**config.mk**
```make
export PLATFORM = sky130hd
export DESIGN_NAME = variable_length_ring_allocator
export DESIGN_NICKNAME = d
export VERILOG_FILES = /design/src/vlra_pkg.sv /design/src/variable_length_ring_allocator.sv
export SDC_FILE = /design/constraint.sdc
export NUM_CORES = 1
export LEC_CHECK = 0
export BUFFER_PORTS_ARGS = -buffer_cell sky130_fd_sc_hd__buf_2
export CAP_MARGIN = 20
export CORE_MARGIN = 2
export CORE_UTILIZATION = 50
export CTS_CLUSTER_DIAMETER = 100
export DETAILED_ROUTE_END_ITERATION = 10
export PLACE_DENSITY = 0.73
export SYNTH_ARGS = -nofsm -noshare
export SYNTH_HDL_FRONTEND = slang
export SYNTH_SLANG_ARGS = --single-unit
```
**constraint.sdc**
```tcl
create_clock -name clk -period 10.8 [get_ports clk]
set_input_delay 1.62 -clock clk [delete_from_list [all_inputs] [get_ports clk]]
set_output_delay 1.62 -clock clk [all_outputs]
set_load 0.02 [all_outputs]
```
**src/vlra_pkg.sv**
```systemverilog
// Shared types, constants and helpers for the variable-length ring allocator.
package vlra_pkg;

    // Width of offsets, lengths and counts inside the allocator.
    localparam int OFS_W = 13;
    // Width of the running reserved-byte total.
    localparam int TOT_W = 32;
    // Default capacity of the ring in bytes.
    localparam int CAPACITY_DEFAULT = 4096;
    // Size register value after reset.
    localparam logic [OFS_W-1:0] SIZE_RESET = OFS_W'(4096);
    // Smallest ring that still makes sense.
    localparam logic [OFS_W-1:0] SIZE_MIN = OFS_W'(2);

    typedef logic [OFS_W-1:0] ofs_t;
    typedef logic [TOT_W-1:0] tot_t;

    typedef enum logic [1:0] {
        ACT_RESERVE = 2'd0,
        ACT_RELEASE = 2'd1,
        ACT_GET     = 2'd2,
        ACT_REINIT  = 2'd3
    } action_t;

    // Clamp a written size into the range two to capacity.
    function automatic ofs_t eff_size(input ofs_t value, input int capacity);
        ofs_t s;
        s = value;
        if (s < SIZE_MIN) begin
            s = SIZE_MIN;
        end
        if (int'(s) > capacity) begin
            s = OFS_W'(capacity);
        end
        return s;
    endfunction

endpackage

```
**src/variable_length_ring_allocator.sv**
```systemverilog
// Offset manager for a byte ring buffer that hands out contiguous regions.
// An accepted item goes through the item register and then the result register; its result
// is then on the result ports, marked by done.
// Throughput: one item per cycle; busy is never raised, as the offset registers are updated
// by a single short compare-and-add stage between the item register and the result register.
// Reset: rst_n clears the state asynchronously; the ring size returns to 4096 bytes clamped to
// CAPACITY, all offsets and counts to zero and the wrap mark to the last offset of the ring.
module variable_length_ring_allocator #(
    parameter int CAPACITY = vlra_pkg::CAPACITY_DEFAULT
) (
    input  logic                        clk,
    input  logic                        rst_n,
    input  logic                        cfg_we,
    input  logic [vlra_pkg::OFS_W-1:0]  cfg_wdata,
    input  logic                        start,
    output logic                        busy,
    input  logic [1:0]                  action,
    input  logic [vlra_pkg::OFS_W-1:0]  length,
    output logic                        done,
    output logic                        ok,
    output logic [vlra_pkg::OFS_W-1:0]  region_offset,
    output logic [vlra_pkg::OFS_W-1:0]  region_length,
    output logic [vlra_pkg::OFS_W-1:0]  used_bytes,
    output logic [vlra_pkg::TOT_W-1:0]  total_reserved
);
    import vlra_pkg::*;

    // Effective ring size after reset.
    localparam ofs_t SIZE_INIT = eff_size(SIZE_RESET, CAPACITY);

    // Item register: holds the accepted item until the allocator state is updated from it.
    logic    item_vld_reg;
    action_t item_act_reg;
    ofs_t    item_len_reg;

    // Allocator state. The size register already holds the clamped size.
    ofs_t size_reg,  size_next;
    ofs_t wr_reg,    wr_next;
    ofs_t rd_reg,    rd_next;
    ofs_t wmark_reg, wmark_next;
    ofs_t used_reg,  used_next;
    tot_t total_reg, total_next;

    // Result register.
    logic done_reg;
    logic ok_reg,   ok_next;
    ofs_t off_reg,  off_next;
    ofs_t rlen_reg, rlen_next;

    ofs_t end_ofs;
    logic [OFS_W:0] used_sum;
    logic [OFS_W:0] wr_sum;
    ofs_t rd_eff;
    ofs_t wmark_eff;
    ofs_t want;
    ofs_t avail;
    ofs_t grant;

    assign busy = 1'b0;

    always_ff @(posedge clk or negedge rst_n)
    begin
        if (!rst_n)
        begin
            item_vld_reg <= 1'b0;
        end
        else
        begin
            item_vld_reg <= start && !busy;
        end
    end

    // The item payload needs no reset; it is only used when the valid flag is set.
    always_ff @(posedge clk)
    begin
        if (start && !busy)
        begin
            item_act_reg <= action_t'(action);
            item_len_reg <= length;
        end
    end

    assign end_ofs = size_reg - OFS_W'(1);

    always_comb
    begin
        size_next  = size_reg;
        wr_next    = wr_reg;
        rd_next    = rd_reg;
        wmark_next = wmark_reg;
        used_next  = used_reg;
        total_next = total_reg;
        ok_next    = 1'b0;
        off_next   = '0;
        rlen_next  = '0;

        used_sum = {1'b0, used_reg} + {1'b0, item_len_reg};
        wr_sum   = {1'b0, wr_reg} + {1'b0, item_len_reg};

        // On a get, a read offset sitting on the wrap mark moves back to the ring start.
        if (wmark_reg == rd_reg)
        begin
            rd_eff    = '0;
            wmark_eff = end_ofs;
        end
        else
        begin
            rd_eff    = rd_reg;
            wmark_eff = wmark_reg;
        end
        want  = (used_reg > item_len_reg) ? item_len_reg : used_reg;
        avail = (wmark_eff >= rd_eff) ? (wmark_eff - rd_eff) : '0;
        grant = (avail >= want) ? want : avail;

        if (cfg_we)
        begin
            // A size write also reinitialises the ring.
            size_next  = eff_size(cfg_wdata, CAPACITY);
            wr_next    = '0;
            rd_next    = '0;
            wmark_next = size_next - OFS_W'(1);
            used_next  = '0;
            total_next = '0;
        end
        else if (item_vld_reg)
        begin
            unique case (item_act_reg)
                ACT_RESERVE:
                begin
                    if (used_sum <= {1'b0, size_reg})
                    begin
                        if (wr_sum <= {1'b0, end_ofs})
                        begin
                            off_next = wr_reg;
                            wr_next  = wr_sum[OFS_W-1:0];
                        end
                        else
                        begin
                            // Tail too short: remember where valid data stops and wrap.
                            wmark_next = wr_reg;
                            off_next   = '0;
                            wr_next    = item_len_reg;
                        end
                        used_next  = used_sum[OFS_W-1:0];
                        total_next = total_reg + TOT_W'(item_len_reg);
                        ok_next    = 1'b1;
                        rlen_next  = item_len_reg;
                    end
                end
                ACT_RELEASE:
                begin
                    used_next = (used_reg > item_len_reg) ? (used_reg - item_len_reg) : '0;
                end
                ACT_GET:
                begin
                    rd_next    = rd_eff;
                    wmark_next = wmark_eff;
                    if (used_reg != '0 && grant != '0)
                    begin
                        ok_next   = 1'b1;
                        off_next  = rd_eff;
                        rlen_next = grant;
                        rd_next   = rd_eff + grant;
                    end
                end
                ACT_REINIT:
                begin
                    wr_next    = '0;
                    rd_next    = '0;
                    wmark_next = end_ofs;
                    used_next  = '0;
                    total_next = '0;
                end
                default:
                begin
                    used_next = used_reg;
                end
            endcase
        end
    end

    always_ff @(posedge clk or negedge rst_n)
    begin
        if (!rst_n)
        begin
            size_reg  <= SIZE_INIT;
            wr_reg    <= '0;
            rd_reg    <= '0;
            wmark_reg <= SIZE_INIT - OFS_W'(1);
            used_reg  <= '0;
            total_reg <= '0;
            done_reg  <= 1'b0;
        end
        else
        begin
            size_reg  <= size_next;
            wr_reg    <= wr_next;
            rd_reg    <= rd_next;
            wmark_reg <= wmark_next;
            used_reg  <= used_next;
            total_reg <= total_next;
            done_reg  <= item_vld_reg;
        end
    end

    // Result payload is only looked at while done is high.
    always_ff @(posedge clk)
    begin
        if (item_vld_reg)
        begin
            ok_reg   <= ok_next;
            off_reg  <= off_next;
            rlen_reg <= rlen_next;
        end
    end

    assign done           = done_reg;
    assign ok             = ok_reg;
    assign region_offset  = off_reg;
    assign region_length  = rlen_reg;
    // The counts shown are the state left by the item just finished.
    assign used_bytes     = used_reg;
    assign total_reserved = total_reg;

    a_done_follows_item: assert property (@(posedge clk) disable iff (!rst_n)
        item_vld_reg |=> done)
        else $error("result strobe missing after an item");

    a_used_in_range: assert property (@(posedge clk) disable iff (!rst_n)
        used_reg <= size_reg)
        else $error("used count exceeds ring size");

    a_write_in_range: assert property (@(posedge clk) disable iff (!rst_n)
        wr_reg <= size_reg)
        else $error("write offset beyond ring size");

    a_refused_empty: assert property (@(posedge clk) disable iff (!rst_n)
        (done && !ok) |-> (region_offset == '0 && region_length == '0))
        else $error("refused item carries a region");

    a_size_clamped: assert property (@(posedge clk) disable iff (!rst_n)
        size_reg >= SIZE_MIN)
        else $error("ring size below minimum");

endmodule
```
# Word level (Yosys, flattened, before mapping)
# Cells that the tools add are included.
[op_classes]
n_eq_ne = 6
multipliers = 0
bitwise_logic = 0
n_shift = 0
reduce_logical = 13
addsub = 8
div = 0
n_mux = 42
n_lt_le_gt_ge = 7
[op_table]
columns = ["cell", "n"]
rows = [
  ["13-bit two-way mux", 29],
  ["13-bit one-hot mux with 2 select lines", 4],
  ["32-bit two-way mux", 3],
  ["13-bit one-hot mux with 3 select lines", 2],
  ["32-bit one-hot mux with 2 select lines", 1],
  ["32-bit by 13-bit adder with 32-bit output", 1],
  ["13-bit by 13-bit adder with 14-bit output", 2],
  ["14-bit by 13-bit <= comparator with 1-bit output", 2],
  ["13-bit >= comparator", 2],
  ["13-bit nonzero test", 2],
  ["13-bit by 1-bit subtractor with 13-bit output, second input constant", 2],
  ["13-bit subtractor", 2],
  ["13-bit adder", 1],
  ["13-bit equality test", 1],
  ["13-bit greater-than comparator", 1],
  ["13-bit greater-than comparator, second input constant", 1],
  ["13-bit by 2-bit less-than comparator with 1-bit output, second input constant", 1],
  ["4-bit nonzero test", 2],
  ["3-bit != test, second input constant", 2],
  ["3-bit AND reduction", 2],
  ["3-bit nonzero test", 2],
  ["2-bit equality test, second input constant", 2],
  ["4-bit AND reduction", 1],
  ["2-bit by 1-bit equality test with 1-bit output, second input constant", 1],
  ["6 further kinds", 7],
]
[totals]
wordCells = 89
output_inout_bits = 74
reg_bits = 141
mem_bits_rw = 0
rom_bits = 0
mem_count = 0
latch_bits = 0

# Logic depth before layout (Yosys ltp)
# Gate-level depths: netlist (run 1).
[logic_depth]
depth_word = 12
mapped_depth = 35
ltp_nobuf = 33

# Least setup slack after synthesis (run 1)
# OpenSTA, ideal clock, no wires.
[synth_timing]
path_type = "reg-to-reg"
from = "reg wmark_reg[10]"
to = "reg rd_reg[12]"
period_less_slack_ps = 7688
stages_incl_launch_ff = 34
t_arrival_ps = 7568
slack_ps = 3112
cell_sequence = "dfstp_2 > xor2_1 > nor2_1 > nand4_1 > clkbuf_1 > clkbuf_1 > clkbuf_1 > nand2_1 > ha_1 > or4_1 > o22ai_2 > o21ai_2 > o211a_1 > nor2_1 > nor2_1 > ha_1 > a21o_1 > a221o_1 > nand2_1 > o2111ai_1 > nand2_1 > clkbuf_1 > a21oi_1 > ha_1 > fa_1 > a211oi_1 > o21ai_0 > a31oi_1 > nor2b_1 > o21a_1 > o41ai_1 > xor2_1 > a311oi_1 > a41o_1"
[synth_via]
elab_chain_len = 12
word_cells_on_any_way = 15
cone_classes = "add/sub (2); order compare (2); eq/ne (1); mux (8); reduce/logical (2)"
[synth_lines]
columns = ["element", "line", "text"]
rows = [
  ["start: declaration", "variable_length_ring_allocator.sv:40", "ofs_t wmark_reg, wmark_next;"],
  ["start signal: assignment", "variable_length_ring_allocator.sv:189", "wmark_reg <= SIZE_INIT - OFS_W'(1);"],
  ["start signal: assignment", "variable_length_ring_allocator.sv:199", "wmark_reg <= wmark_next;"],
  ["parallel branches: the longest is 8 deep, another holds 13-bit subtractor", "--", ""],
  ["13-bit two-way mux (*)", "variable_length_ring_allocator.sv:158", "if (used_reg != '0 && grant != '0)"],
  ["13-bit one-hot mux with 2 select lines (*)", "variable_length_ring_allocator.sv:127", "unique case (item_act_reg)"],
  ["13-bit two-way mux (*)", "variable_length_ring_allocator.sv:125", "else if (item_vld_reg)"],
  ["13-bit two-way mux (*)", "variable_length_ring_allocator.sv:115", "if (cfg_we)"],
  ["end signal: assignment", "variable_length_ring_allocator.sv:198", "rd_reg <= rd_next;"],
  ["end: declaration", "variable_length_ring_allocator.sv:39", "ofs_t rd_reg, rd_next;"],
]
# Every way passes the cells marked *. The select of a mux whose other input is x is not followed.
# A chain may end at the register's enable or synchronous reset.

# Final worst setup path (run 1)
[layout_timing]
from = "reg wmark_reg[5]"
to = "reg rd_reg[12]"
# Same word-level chain as after synthesis.

==> out/results.ini, run 1 <==
[logic_synthesis]
seq_area_frac_synth=0.316
syn-num-nets=1508
synth_area_per_cell_um2=8.78
postSynth.topFlopCell=dfrtp_1
synth_cells=1354
async_reset_ff_frac=0.702
syn_area_mm2=0.0119
netlist-cell-type-count=90
yosys_warnings=0
synth_seq_cells=141
synth_edf_count=42

[floorplanning]
area_of_the_placeable_core_mm2=0.0234
floorplan.rows=56
num_io_pins=106
floorplan.initialDensity=0.508
die_h_um=158
die_w_um=158
die_area_mm2=0.0250

[global_routing]
grt_max_degree=60
grt_util_all_layers=0.312
global_route_wire_length_before_repair_um=58900
first_global_vias=10300
grt-ovfl-total=0
antenna_violations_before_repair=0

[timing]
final.hold.worst_slack_ns=0.514
timing_worst_slew_pin_value_ns=1.40
timing_hold_violations_final=0
finalCritPeriodShare=0.812
setup_slack_ns=2.03
timing.slew.headroom=0.0696
final-max-slew-violation-count=0
rsz0062_at_grt=false
setup_viol=0
min_period_ns=8.77
finClkSkew_ns=0.0112
timing.setup.tns_ns=0
fmaxAchievable_mhz=114

[placed_design]
place_worst_setup_slack_ns=2.29
port_buffers=104
place_congestion=1.04
dp_hpwl_um=29400

[worst_setup_path]
endpoint_kind=flop
cpPeakStageDelay_ns=0.62
worst_ep_arrival_time_ns=9.09
worst_path_required_ns=11.12
crit_slowest_cell=nand2_1
worst_setup_path_start_kind=flop
timing.setup.critical_path_class=reg -> reg
crit_fanout=31

[routing]
top_layer=met4
routed-wl-met2_um=17400
route.final.wire_length_um=38400
drt_pre_antenna_iters=6
met1_length_um=16200
dr_wl_met3_um=3230
dr_total_vias=11000
post_drt_via_cell_ratio=6.21
remaining_drc_errors=0
drt-wirelength-per-cell_um=21.8
antenna_violating_nets_post_route=0
first_iter_violations=1002

[final_layout]
design.final.nets=1587
area.growth.synth_to_final_pct=11.6
share_of_final_layout_standard_cells_stronger_than_drive_strength_1=0.132
largest_register_ffs=32
diodes=0
postLayoutCoreUtil=0.567

[worst_hold_path]
min-delay-path-class=reg -> reg

[clock_network]
post_cts_resize_count=0
cts_hold_repair.buffers=0
htree_levels=4
clock_sink_count=141
clock_insertion_delay_at_the_later_pin_of_the_skew_report_ns=0.44
cts_made_buffers=17
clk_path_buf_depth=2
clk_root_buffer_cell=clkbuf_16
cts_setup_buffers=0
tritoncts=done
cts.reportedPaths.clkPinSlew_ns=0.07

[power]
ir_drop_uv=158
cellLeakagePower_nw=6.11
power_per_cell_area_mw_per_mm2=259
power_mw=3.43

[flow_run]
timing.max_cap.violations=0

[outcome]
outcome=complete, no violations

==> routing by layer <==
metal	track usage	vias to the layer above
met1	0.425	5214
li1	-	5099
met2	0.488	538
met3	0.0561	107
met5	0	-
met4	0.134	0
==> cells in the mapped netlist, types with 10 or more instances <==
library cell | n | area share
a21o_1 | 26 | 0.016
a21oi_1 | 91 | 0.038
a22o_1 | 29 | 0.021
and3_1 | 16 | 0.0084
buf_2 | 10 | 0.0042
clkbuf_1 | 37 | 0.012
dfrtp_1 | 86 | 0.18
dfstp_2 | 13 | 0.029
edfxtp_1 | 42 | 0.11
ha_1 | 116 | 0.12
inv_1 | 70 | 0.022
mux2_1 | 13 | 0.012
mux2i_1 | 33 | 0.028
nand2_1 | 140 | 0.044
nand2b_1 | 22 | 0.012
nand3_1 | 28 | 0.012
nand4_1 | 17 | 0.0090
nor2_1 | 103 | 0.033
nor2b_1 | 13 | 0.0068
nor3_1 | 40 | 0.017
nor4_1 | 13 | 0.0068
o21a_1 | 10 | 0.0063
o21ai_0 | 91 | 0.038
o21bai_1 | 14 | 0.0088
o31ai_1 | 15 | 0.0095
xnor2_1 | 48 | 0.035
xor2_1 | 46 | 0.034
==> layout make-up <==
| type | count | area (um^2) |
|---|---|---|
| sequential | 141 | 3750 |
| clock buffer | 17 | 425 |
| timing repair buffer | 114 | 606 |
| tap | 319 | 399 |
| clock inverter | 15 | 171 |
| fill | 2171 | 10100 |
| inverter | 71 | 267 |
| multi-input combinational | 1088 | 7640 |
==> path summary, 6_finish.rpt <==
check                           slack, ns  cells after the start          startpoint            endpoint
worst max-delay path                 2.03                     31        wmark_reg[5]          rd_reg[12]
worst min-delay path                 0.51                      2  total_reserved[10]  total_reserved[10]
worst max register to register       2.03                     31        wmark_reg[5]          rd_reg[12]
worst min register to register       0.51                      2  total_reserved[10]  total_reserved[10]
max in group asynchronous            8.33                      2               rst_n  total_reserved[26]
min in group asynchronous            1.18                      1               rst_n           rd_reg[3]
==> report_power, final <==
part | switching, mW | internal, mW | total, mW
sequential | 0.102 | 0.627 | 0.729
clock | 0.287 | 0.313 | 0.599
combinational | 1.32 | 0.780 | 2.10
total | 1.71 | 1.72 | 3.43
==> worst max-delay path, delay by kind of cell (launching register included) <==
kind                     cells  cell delay [ns]
buffers and inverters        1             0.38
AO/OA/AOI/OAI               15             3.21
flip-flops                   1             0.55
adder cells (fa/ha/maj)      4             1.36
AND/OR/NAND/NOR              9             2.81
XOR/XNOR                     2             0.32
==> cell usage in the layout (no fill, tap or decap), drive strengths merged, types with 22 or more instances in the layout <==
| cell type | instances |
|---|---|
| a21oi | 92 |
| xor2 | 46 |
| a21o | 26 |
| ha | 116 |
| o21ai | 96 |
| nor2 | 103 |
| dfrtp | 86 |
| inv | 80 |
| mux2i | 34 |
| buf | 114 |
| nand2 | 140 |
| a22o | 29 |
| nand3 | 29 |
| nand2b | 22 |
| nor3 | 40 |
| xnor2 | 50 |
| edfxtp | 42 |
==> kinds of logic after synthesis <==
group,Yosys count,synth area share
XOR/XNOR,97,0.0739
adder cells (fa/ha/maj),122,0.132
AO/OA/AOI/OAI,381,0.214
other,1,0.000316
multiplexers,50,0.0441
flip-flops,141,0.316
AND/OR/NAND/NOR,437,0.177
buffers and inverters,125,0.0421
==> stage by stage <==
stage               cells  cell area (um^2)
finish               1765             13300
global route         1765             13300
CTS                  1764             13200
detailed placement   1732             12600
global placement     1732             12600
floorplan            1354             11900
Power figures use the tool's default switching activity.
==> run 2: changes to the inputs <==
--- a/config.mk
+++ b/config.mk
@@ -5,13 +5,14 @@
 export SDC_FILE = /design/constraint.sdc
 export NUM_CORES = 1
 export LEC_CHECK = 0
+export ABC_AREA = 1
 export BUFFER_PORTS_ARGS = -buffer_cell sky130_fd_sc_hd__buf_2
 export CAP_MARGIN = 20
 export CORE_MARGIN = 2
 export CORE_UTILIZATION = 50
 export CTS_CLUSTER_DIAMETER = 100
 export DETAILED_ROUTE_END_ITERATION = 10
-export PLACE_DENSITY = 0.73
+export PLACE_DENSITY = 0.72
 export SYNTH_ARGS = -nofsm -noshare
 export SYNTH_HDL_FRONTEND = slang
 export SYNTH_SLANG_ARGS = --single-unit
==> constraint.sdc (replaced) <==
create_clock -name clk -period 8.1 [get_ports clk]
set_input_delay 1.215 -clock clk [delete_from_list [all_inputs] [get_ports clk]]
set_output_delay 1.215 -clock clk [all_outputs]
set_load 0.02 [all_outputs]
==> run 2 against run 1 <==
Against the previous run:
- count of clock-buffer cells in the layout grew 2
- register-to-register slack lost 1.3 ns
- final cell count grew 28%
- clock power up 32%
- combinational power rose by 83%
- worst setup slack lost 1.3 ns
- fmax increased by 19%
- routed wire length rose by 16%
- die area up 8.9%
- final area is 7.6% higher
- flip-flop and latch count unchanged
- sequential share of layout area fell by 2.0 points
- highest routed layer unchanged
==> out/results.ini, run 2 <==
[global_routing]
grt_max_degree=71
grt_util_all_layers=0.332
first_global_vias=12500
antenna_violations_before_repair=0
global_route_wire_length_before_repair_um=68700
grt-ovfl-total=0

[worst_setup_path]
critical-path-top-cell-by-count=nand2_1
worst_setup_path_start_kind=flop
endpoint_kind=flop
rr_startpoint=size_reg[0]
cpPeakStageDelay_ns=0.41
worst_path_dominant_cell_family=simple AND/OR/NAND/NOR gates
setup.reg_to_reg.worst_slack_ns=0.72
regToRegEndpoint=rd_reg[12]
worst_path_required_ns=8.41
worstRegToRegCells=41
timing.setup.critical_path_class=reg -> reg
crit_slowest_cell=fa_1
crit_buf_inv=4
worst_ep_arrival_time_ns=7.69
crit_fanout=16

[clock_network]
clk_root_buffer_cell=clkbuf_16
cts.reportedPaths.clkPinSlew_ns=0.06
clock_insertion_delay_at_the_later_pin_of_the_skew_report_ns=0.44
clk_path_buf_depth=2
cts_made_buffers=17
tritoncts=done
cts_hold_repair.buffers=0
htree_levels=4
clock_sink_count=141

[timing]
finClkSkew_ns=0.0174
timing.slew.headroom=0.299
setup_slack_ns=0.721
rsz0062_at_grt=false
timing.setup.tns_ns=0
min_period_ns=7.38
setup_viol=0
finalCritPeriodShare=0.911
fmaxAchievable_mhz=136
timing_worst_slew_pin_value_ns=1.05
final.hold.worst_slack_ns=0.496
timing_hold_violations_final=0
final-max-slew-violation-count=0

[logic_synthesis]
syn-num-nets=1994
synth_cells=1840
netlist-cell-type-count=60
yosys.area.top_type_share=0.166
yosys.cell_count.top_type=nand2_1
async_reset_ff_frac=0.702
seq_area_frac_synth=0.290
synth_edf_count=42
synth_largest_area_cell=dfrtp_1
postSynth.topFlopCell=dfrtp_1
synth_seq_cells=141
yosys_warnings=0
synth_area_per_cell_um2=7.05
syn_area_mm2=0.0130
synth_commonest_cells=nand2_1 (463), inv_1 (206), a21oi_1 (131)
synth.area.top_cells=dfrtp_1 (17%), nand2_1 (13%), ha_1 (11%)

[outcome]
outcome=complete, no violations

[power]
cellLeakagePower_nw=6.90
power_mw=5.66
ir_drop_uv=375
power_per_cell_area_mw_per_mm2=397

[floorplanning]
area_of_the_placeable_core_mm2=0.0253
die_w_um=165
floorplan.initialDensity=0.512
floorplan.rows=58
die_h_um=165
num_io_pins=106
die_area_mm2=0.0272

[final_layout]
sequential_cell_area_mm2=0.00375
final_cell_count_no_fill=2251
mostFrequentLayoutCells=nand2_1 (463), inv_1 (205), a21oi_1 (130)
diodes=0
share_of_final_layout_standard_cells_stronger_than_drive_strength_1=0.112
largest_register_ffs=32
mostFrequentLayoutCell=nand2_1
design.final.nets=2062
area.growth.synth_to_final_pct=10.0
nFillCells=2421
multiInputGateArea_mm2=0.00810

[placed_design]
place_worst_setup_slack_ns=0.587
place.detailed.instances=2218
port_buffers=104
place_congestion=0.998
dp_hpwl_um=34200

[routing]
post_drt_via_cell_ratio=5.89
route.final.wire_length_um=44700
drt-wirelength-per-cell_um=19.9
drt_pre_antenna_iters=7
dr_total_vias=13300
antenna_violating_nets_post_route=0
remaining_drc_errors=0
first_iter_violations=1398

[worst_hold_path]
min_path_cells=2
min-delay-path-class=reg -> reg
worst_hold_path.endpoint=wmark_reg[11]
launch_point_of_the_worst_hold_path=wmark_reg[11]

[flow_run]
timing.max_cap.violations=0

## run 2: cell count changes after synthesis, moves of 33 or more
| cell | change |
|---|---|
| a21oi_1 | +40 |
| inv_1 | +136 |
| mux2i_1 | -33 |
| nand2_1 | +323 |
| nand3_1 | +98 |
| nand4_1 | +35 |
## run 2: logic make-up after synthesis
family,synth area share
AOI/OAI and AO/OA,0.145
DFF,0.290
other,0.000289
muxes,0.000869
adders and majority gates,0.121
buffers and inverters,0.0880
xor gates and xnor gates,0.0635
and+or+nand+nor,0.291
## run 2: stage by stage
stage / utilization / cell area, um^2
6_report: 0.563 / 14300
2_1_floorplan: - / 13000
3_5_place_dp: 0.539 / 13700
3_3_place_gp: 0.539 / 13700
5_1_grt: 0.563 / 14300
4_1_cts: 0.561 / 14200
## run 2: what timing repair did
item | 4_1_cts | 5_1_grt
setup buffers | 0 | 1
resized for setup | 0 | 6
setup endpoints to repair | 0 | 2
## run 2: report_power, final
group	internal (mW)	leakage, nW	switching [mW]	total [mW]
clock network	0.442	0.270	0.350	0.792
logic	1.25	4.90	2.61	3.85
registers	0.860	1.73	0.157	1.02
## run 2: layer usage
| metal | track usage | up-vias | part of all wire |
|---|---|---|---|
| met3 | 0.0575 | 153 | 0.082 |
| met4 | 0.175 | 0 | 0.060 |
| met5 | 0 | - | 0 |
| met2 | 0.536 | 613 | 0.46 |
| met1 | 0.424 | 6198 | 0.40 |
| li1 | - | 6288 | - |
## run 2: worst max-delay path by stage
stage | slack, ns | startpoint | cells after the start | to
after floorplan | 2.09 | wmark_reg[7] | 44 | rd_reg[12]
after global placement | 0.71 | wmark_reg[3] | 41 | rd_reg[12]
after detailed placement | 0.59 | wmark_reg[0] | 42 | rd_reg[12]
after CTS | 0.53 | wmark_reg[0] | 44 | rd_reg[12]
after global routing | 0.12 | size_reg[0] | 39 | rd_reg[12]
final | 0.72 | size_reg[0] | 41 | rd_reg[12]
## run 2: area by class of cell
class | count | area share
clock inverters | 13 | 0.00798
inverters | 215 | 0.0569
repair buffers | 115 | 0.0433
clock buffers | 19 | 0.0318
flip-flops and latches | 141 | 0.263
multi-input cells | 1418 | 0.568
well taps | 330 | 0.0290
## run 2: worst reg2reg max path: cells and delay by family, from the launching register on
family | cells | cell delay [ns]
buffers and inverters | 4 | 0.82
DFF | 1 | 0.39
and+or+nand+nor | 26 | 3.10
xor gates and xnor gates | 1 | 0.34
AOI/OAI and AO/OA | 5 | 0.98
adders and majority gates | 5 | 1.65
